===== src/hw/rtl/lkv_pkg.sv =====
`timescale 1ns / 1ps

package lkv_pkg;

    localparam int ENTRIES_DEF = 16;
    localparam int CAP_W       = 5;
    localparam int KEY_W       = 32;
    localparam int DATA_W      = 32;

    localparam logic [CAP_W-1:0] CAP_RESET = 5'd16;

    typedef enum logic {
        REQ_GET = 1'b0,
        REQ_PUT = 1'b1
    } t_req_type;

    typedef struct packed {
        t_req_type                 req_type;
        logic signed [KEY_W-1:0]   key;
        logic signed [DATA_W-1:0]  value;
    } t_req;

    typedef struct packed {
        logic                      hit;
        logic signed [DATA_W-1:0]  read_value;
    } t_result;

endpackage


===== src/hw/rtl/lkv_slots.sv =====
`timescale 1ns / 1ps

module lkv_slots
    import lkv_pkg::*;
#(
    parameter int ENTRIES = ENTRIES_DEF
) (
    input  logic             i_clk,
    input  logic             i_rst_n,
    input  logic             i_en,
    input  t_req             i_req,
    input  logic [CAP_W-1:0] i_capacity,
    output t_result          o_res
);

    localparam int RW = (ENTRIES > 1) ? $clog2(ENTRIES) : 1;
    localparam int OW = $clog2(ENTRIES + 1);

    logic [ENTRIES-1:0]              r_valid;
    logic signed [KEY_W-1:0]         r_key  [ENTRIES];
    logic signed [DATA_W-1:0]        r_data [ENTRIES];
    logic [RW-1:0]                   r_rank [ENTRIES];
    logic [OW-1:0]                   r_occ;

    logic [ENTRIES-1:0]              match;
    logic [ENTRIES-1:0]              free_oh;
    logic [ENTRIES-1:0]              lru_oh;
    logic [ENTRIES-1:0]              tgt;
    logic                            hit;
    logic                            is_put;
    logic                            full;
    logic                            upd;
    logic                            ins;
    logic                            wr_key;
    logic                            wr_data;
    logic [RW-1:0]                   hit_rank;
    logic signed [DATA_W-1:0]        hit_data;
    logic [OW-1:0]                   ref_rank;
    logic [OW-1:0]                   eff_cap;
    logic [OW-1:0]                   occ_m1;

    // Ranks of the valid slots form 0 .. occupancy-1, so the least recent
    // slot is the one whose rank equals occupancy minus one.
    always_comb begin
        is_put = (i_req.req_type == REQ_PUT);

        if (i_capacity == '0) begin
            eff_cap = OW'(1);
        end else if (32'(i_capacity) > 32'(ENTRIES)) begin
            eff_cap = OW'(ENTRIES);
        end else begin
            eff_cap = OW'(i_capacity);
        end

        occ_m1   = r_occ - OW'(1);
        hit_rank = '0;
        hit_data = '0;
        for (int i = 0; i < ENTRIES; i++) begin
            match[i]  = r_valid[i] && (r_key[i] == i_req.key);
            lru_oh[i] = r_valid[i] && (OW'(r_rank[i]) == occ_m1);
            if (match[i]) begin
                hit_rank = hit_rank | r_rank[i];
                hit_data = hit_data | r_data[i];
            end
        end

        hit     = |match;
        free_oh = ~r_valid & (r_valid + ENTRIES'(1));
        full    = (r_occ >= eff_cap);

        tgt      = '0;
        ref_rank = '0;
        upd      = 1'b0;
        ins      = 1'b0;
        wr_key   = 1'b0;
        wr_data  = 1'b0;
        priority if (hit) begin
            tgt      = match;
            ref_rank = OW'(hit_rank);
            upd      = 1'b1;
            wr_data  = is_put;
        end else if (is_put && !full) begin
            // Every valid rank is below occupancy, so all of them age.
            tgt      = free_oh;
            ref_rank = r_occ;
            upd      = 1'b1;
            ins      = 1'b1;
            wr_key   = 1'b1;
            wr_data  = 1'b1;
        end else if (is_put) begin
            tgt      = lru_oh;
            ref_rank = occ_m1;
            upd      = 1'b1;
            wr_key   = 1'b1;
            wr_data  = 1'b1;
        end else begin
            upd      = 1'b0;
        end

        o_res.hit        = hit;
        o_res.read_value = (hit && !is_put) ? hit_data : '1;
    end

    always_ff @(posedge i_clk) begin
        if (!i_rst_n) begin
            r_valid <= '0;
            r_occ   <= '0;
            for (int i = 0; i < ENTRIES; i++) begin
                r_rank[i] <= '0;
            end
        end else if (i_en && upd) begin
            for (int i = 0; i < ENTRIES; i++) begin
                if (tgt[i]) begin
                    r_rank[i] <= '0;
                end else if (r_valid[i] && (OW'(r_rank[i]) < ref_rank)) begin
                    r_rank[i] <= r_rank[i] + RW'(1);
                end
            end
            if (ins) begin
                r_valid <= r_valid | tgt;
                r_occ   <= r_occ + OW'(1);
            end
        end
    end

    always_ff @(posedge i_clk) begin
        if (i_en) begin
            for (int i = 0; i < ENTRIES; i++) begin
                if (tgt[i] && wr_key) begin
                    r_key[i] <= i_req.key;
                end
                if (tgt[i] && wr_data) begin
                    r_data[i] <= i_req.value;
                end
            end
        end
    end

endmodule


===== src/hw/rtl/lru_key_value_cache.sv =====
`timescale 1ns / 1ps

// Fully associative key-value cache with least-recently-used replacement.
// Requests enter on the input channel (i_in_valid / o_in_stall) with a
// request type (get or put), a key and a value. Every request gives one
// item on the output channel (o_out_valid / i_out_stall): a hit flag and
// the stored value on a get hit, all ones otherwise.
// A request is held in an input register and looked up against all slots
// in parallel once the output register is free or being drained; its
// result is loaded into the output register at the same edge that updates
// the slots, which raises o_out_valid. One item per cycle is sustained
// while the receiver does not stall, set by the combinational compare
// and recency update over all slots.
// When the receiver stalls, the result holds, one more request may wait in
// the input register, and then o_in_stall rises until the output drains.
// The capacity register is written through i_cfg_wr_en / i_cfg_wr_data,
// which the user must do only while no request is in flight; the block
// itself does not enforce it. It resets to 16. Synchronous reset empties
// the cache (all slots invalid, occupancy zero) and drops any item in flight.
module lru_key_value_cache
    import lkv_pkg::*;
#(
    parameter int ENTRIES = ENTRIES_DEF
) (
    input  logic                     i_clk,
    input  logic                     i_rst_n,
    input  logic                     i_cfg_wr_en,
    input  logic [CAP_W-1:0]         i_cfg_wr_data,
    input  logic                     i_in_valid,
    output logic                     o_in_stall,
    input  logic                     i_in_req_type,
    input  logic signed [KEY_W-1:0]  i_in_key,
    input  logic signed [DATA_W-1:0] i_in_value,
    output logic                     o_out_valid,
    input  logic                     i_out_stall,
    output logic                     o_out_hit,
    output logic signed [DATA_W-1:0] o_out_read_value
);

    logic [CAP_W-1:0] r_capacity;
    logic             r_in_valid;
    t_req             r_req;
    logic             r_out_valid;
    t_result          r_res;

    logic             accept;
    logic             process;
    t_result          res;

    assign process    = r_in_valid && (!r_out_valid || !i_out_stall);
    assign o_in_stall = r_in_valid && !process;
    assign accept     = i_in_valid && !o_in_stall;

    always_ff @(posedge i_clk) begin
        if (!i_rst_n) begin
            r_capacity <= CAP_RESET;
        end else if (i_cfg_wr_en) begin
            r_capacity <= i_cfg_wr_data;
        end
    end

    always_ff @(posedge i_clk) begin
        if (!i_rst_n) begin
            r_in_valid <= 1'b0;
        end else if (accept) begin
            r_in_valid <= 1'b1;
        end else if (process) begin
            r_in_valid <= 1'b0;
        end
    end

    always_ff @(posedge i_clk) begin
        if (accept) begin
            r_req.req_type <= t_req_type'(i_in_req_type);
            r_req.key      <= i_in_key;
            r_req.value    <= i_in_value;
        end
    end

    lkv_slots #(
        .ENTRIES (ENTRIES)
    ) u_slots (
        .i_clk      (i_clk),
        .i_rst_n    (i_rst_n),
        .i_en       (process),
        .i_req      (r_req),
        .i_capacity (r_capacity),
        .o_res      (res)
    );

    always_ff @(posedge i_clk) begin
        if (!i_rst_n) begin
            r_out_valid <= 1'b0;
        end else if (process) begin
            r_out_valid <= 1'b1;
        end else if (!i_out_stall) begin
            r_out_valid <= 1'b0;
        end
    end

    always_ff @(posedge i_clk) begin
        if (process) begin
            r_res <= res;
        end
    end

    assign o_out_valid      = r_out_valid;
    assign o_out_hit        = r_res.hit;
    assign o_out_read_value = r_res.read_value;

endmodule


===== config.mk =====
export PLATFORM = sky130hd
export DESIGN_NAME = lru_key_value_cache
export DESIGN_NICKNAME = d
export VERILOG_FILES = /design/src/hw/rtl/lkv_pkg.sv /design/src/hw/rtl/lkv_slots.sv /design/src/hw/rtl/lru_key_value_cache.sv
export SDC_FILE = /design/constraint.sdc
export NUM_CORES = 2
export LEC_CHECK = 0
export BUFFER_PORTS_ARGS = -buffer_cell sky130_fd_sc_hd__buf_2
export CORE_MARGIN = 5
export CORE_UTILIZATION = 53
export DETAILED_ROUTE_END_ITERATION = 12
export HOLD_SLACK_MARGIN = 0.08
export PLACE_DENSITY = 0.79
export SYNTH_ARGS = -nofsm -noshare
export SYNTH_HDL_FRONTEND = slang
export SYNTH_SLANG_ARGS = --single-unit

===== constraint.sdc =====
create_clock -name i_clk -period 7.6 [get_ports i_clk]
set_clock_uncertainty 0.05 [all_clocks]
set_input_delay 0.38 -clock i_clk [delete_from_list [all_inputs] [get_ports i_clk]]
set_output_delay 0.38 -clock i_clk [all_outputs]
set_load 0.01 [all_outputs]

==> impl_metrics.tcl <==
set metrics [dict create \
    intPower_uw 11200 \
    clkPwrFrac_pct 42.5 \
    hp-class "input port to flip-flop" \
    grt_pass1_vias 33400 \
    synth_edf_count 1186 \
    path_buf_inv 1 \
    yosys_register_bits 1214 \
    cp_slowest_stage_delay_ns 1.13 \
    numCtsBuffers 115 \
    clkTransAtPathRegs_ns 0.07 \
    grt_use_total_pct 27.9 \
    gr-total-overflow 0 \
    outcome "completed" \
    drtAntennaViolNets 0 \
    grt_pass1_wl_um 217000 \
    cts_tree "built" \
    p_seq_share_pct 52.7 \
    cp_common_cell "nor4_1" \
    finalSetupViolations 0 \
    max_cap_violations 0 \
    p_switching_uw 3130 \
    cts-root-buf "clkbuf_16" \
    swShare_pct 21.9 \
    seq_area_frac_synth_pct 69.2 \
    num_vias 34100 \
    die_x_um 324 \
    num_rows 115 \
    grt_util_met3_pct 6.18 \
    initial_utilization_pct 53.3 \
    port_buffers 109 \
    nNetsFinal 3899 \
    via_per_inst 6.64 \
    critPathTopFamily "simple AND/OR/NAND/NOR gates" \
    routed_wl_um 150000 \
    top_usage_layer "met2" \
    crit_path_end_kind "flip-flop" \
    grt_start_max_net_pins 45 \
    antenna_found_initial 2 \
    comb_power_share_pct 4.8 \
    clock_sinks 1214 \
    hold_viol_final 0 \
    tightest_slew_ns 1.23 \
    ys.flop_type "edfxtp_1" \
    rsz0062_at_grt "false" \
    slowest_stage "edfxtp_1" \
    first_iter_violations 5347 \
    setup_tns_ns 0 \
    synth_area_um2 52300 \
    cellPowerDensity_nw_per_um2 239 \
    grtUsageMet2_pct 44.0 \
    max_slew_margin_pct 17.4 \
    drc 0 \
    netlist_instances 3501 \
    maxSlewViolCount 0 \
    gp_congestion 0.976 \
    core_um2 98100 \
    cts_max_level 3 \
    dpl.hpwl_um 89000 \
    leakagePower_uw 0.0184 \
    ys_warn_count 0 \
    clockBufferDepth 3 \
    worstSetupPathType "flip-flop to flip-flop" \
    critPathArrivalTime_ns 7.02 \
    ir_drop_mv 0.198 \
    cp-start-kind "flip-flop" \
    required_ns 7.92 \
    synthesis.nets 3647 \
    rrSetupSlack_ns 0.90 \
    drive_gt1_share_pct 12.6 \
    grt_util_met1_pct 38.2 \
    max_freq_ghz 0.149 \
    syn_to_final_growth_pct 14.3 \
    synth_cell_type_count 62 \
    period_share_pct 88.1 \
    path_cells "xnor2_1, nand4_1, nor4_1, and3_2, nor4_1, nand3_1, nor2_1, o21ai_0, o21ai_1, buf_4, ha_1, a211oi_1, nand2_1, nor4_1, o311ai_0, o211ai_1" \
    dr.pass1.iters 5 \
    die_h_um 324 \
    fin_crit_ns 6.70 \
    ioPinCount 110 \
    clock_latency_ns 0.74 \
    asyncSetResetFlopFracSynth_pct 0 \
    wl_per_cell_um 29.1 \
    critPathMaxFanout 18 \
    whs_ns 0.198 \
    cts_setup_buffers 0 \
    postSynthAreaPerCell_um2 14.9 \
    design.die.area_um2 105000 \
]
-- path summary, 6_finish.rpt --
path	cells past startpoint	endpoint	from
hold reg to reg	2	o_out_valid	r_in_valid
setup / recovery	16	u_slots.r_rank[0][36]	r_req[35]
hold / removal	3	u_slots.r_valid[14]	i_rst_n
setup reg to reg	16	u_slots.r_rank[0][36]	r_req[35]
-- routing by layer --
| metal | vias to the layer above | part of all wire, % |
|---|---|---|
| met4 | 0 | 4.6 |
| li1 | 14300 | - |
| met5 | - | 0 |
| met1 | 16800 | 37 |
| met2 | 2576 | 46 |
| met3 | 428 | 12 |
-- worst reg2reg max path: cells and delay by family (launching register included) --
kind | cells | cell delay, ns
simple gates | 8 | 2.77
compound gates | 5 | 1.50
flops | 1 | 1.13
buf+inv | 1 | 0.33
fa+ha+maj | 1 | 0.28
xor+xnor | 1 | 0.27
-- cell usage after synthesis, types with 20 or more instances --
master	number	share of area [%]
edfxtp_1	1186	68
xnor2_1	513	8.6
nand4_1	257	3.1
a22o_1	111	1.9
a221oi_1	110	1.8
nand2_1	102	0.73
nand3_1	97	0.93
clkbuf_1	96	0.69
nor2_1	83	0.60
nand2b_1	75	0.90
ha_1	71	1.7
xor2_1	70	1.2
buf_2	67	0.64
a22oi_1	64	0.92
nor3_1	63	0.60
nor4_1	60	0.72
and3_1	55	0.66
a21oi_1	49	0.47
inv_1	46	0.33
a211oi_1	41	0.59
dfxtp_1	28	1.1
o21ai_0	24	0.23
a21o_1	20	0.29
o31ai_1	20	0.29
-- metrics by stage --
stage | setup slack (ns) | power [uW] | utilization [%] | instances | instance area [um^2]
global placement | 1.29 | 8280 | 56.0 | 4844 | 54900
CTS | 1.15 | 14300 | 60.9 | 5137 | 59800
floorplan | 1.96 | 8030 | - | 3501 | 52300
global route | 0.667 | 14700 | 60.9 | 5137 | 59800
detailed placement | 1.20 | 8300 | 56.0 | 4844 | 54900
finish | 0.902 | 14300 | 60.9 | 5139 | 59800
-- cell type report --
class                      instances  area, um^2
tap                             1287        1610
inverter                          46         173
clock buffer                     138        2980
timing repair buffer             307        2320
fill                            7021       38400
multi-input combinational       2069       15500
clock inverter                    76        1030
sequential                      1214       36200
antenna                            2        5.00
-- repair_timing --
action | CTS | global route
gates resized for setup | 0 | 0
hold buffers | 79 | 0
endpoints found under the hold margin | 72 | 0
-- placed cells by master (no fill, tap or decap), types with 59 or more instances in the layout --
master	netlist	layout
buf_2	67	109
xor2_1	70	69
a22oi_1	64	64
xnor2_1	513	512
nand3_1	97	97
buf_4	0	112
nand2b_1	75	75
nand4_1	257	257
dlygate4sd3_1	0	79
edfxtp_1	1186	1186
a221oi_1	110	110
nor3_1	63	62
ha_1	71	71
nor2_1	83	63
nor4_1	60	59
a22o_1	111	111
nand2_1	102	102
clkbuf_16	0	115
-- state kept, by name, summed over array words and instances (netlist names) --
signal,count
u_slots.r_occ,5
o_out_hit,1
u_slots.r_data,512
r_req,65
u_slots.r_valid,16
u_slots.r_rank,64
r_capacity,5
o_out_read_value,32
u_slots.r_key,512
o_out_valid,1
r_in_valid,1
-- power groups by stage --
stage	Combinational (uW)	Sequential (uW)	Clock, uW
final	692	7530	6070
after floorplan	417	7610	0
after global routing	735	7530	6390
after CTS	676	7520	6100
after detailed placement	638	7660	0
after global placement	626	7660	0
-- logic make-up after synthesis --
| family | synth area share [%] |
|---|---|
| compound gates | 7.98 |
| xor+xnor | 9.77 |
| fa+ha+maj | 1.70 |
| buf+inv | 1.73 |
| flops | 69.2 |
| mux | 0.352 |
| simple gates | 9.27 |
(Power assumes the default switching activity.)
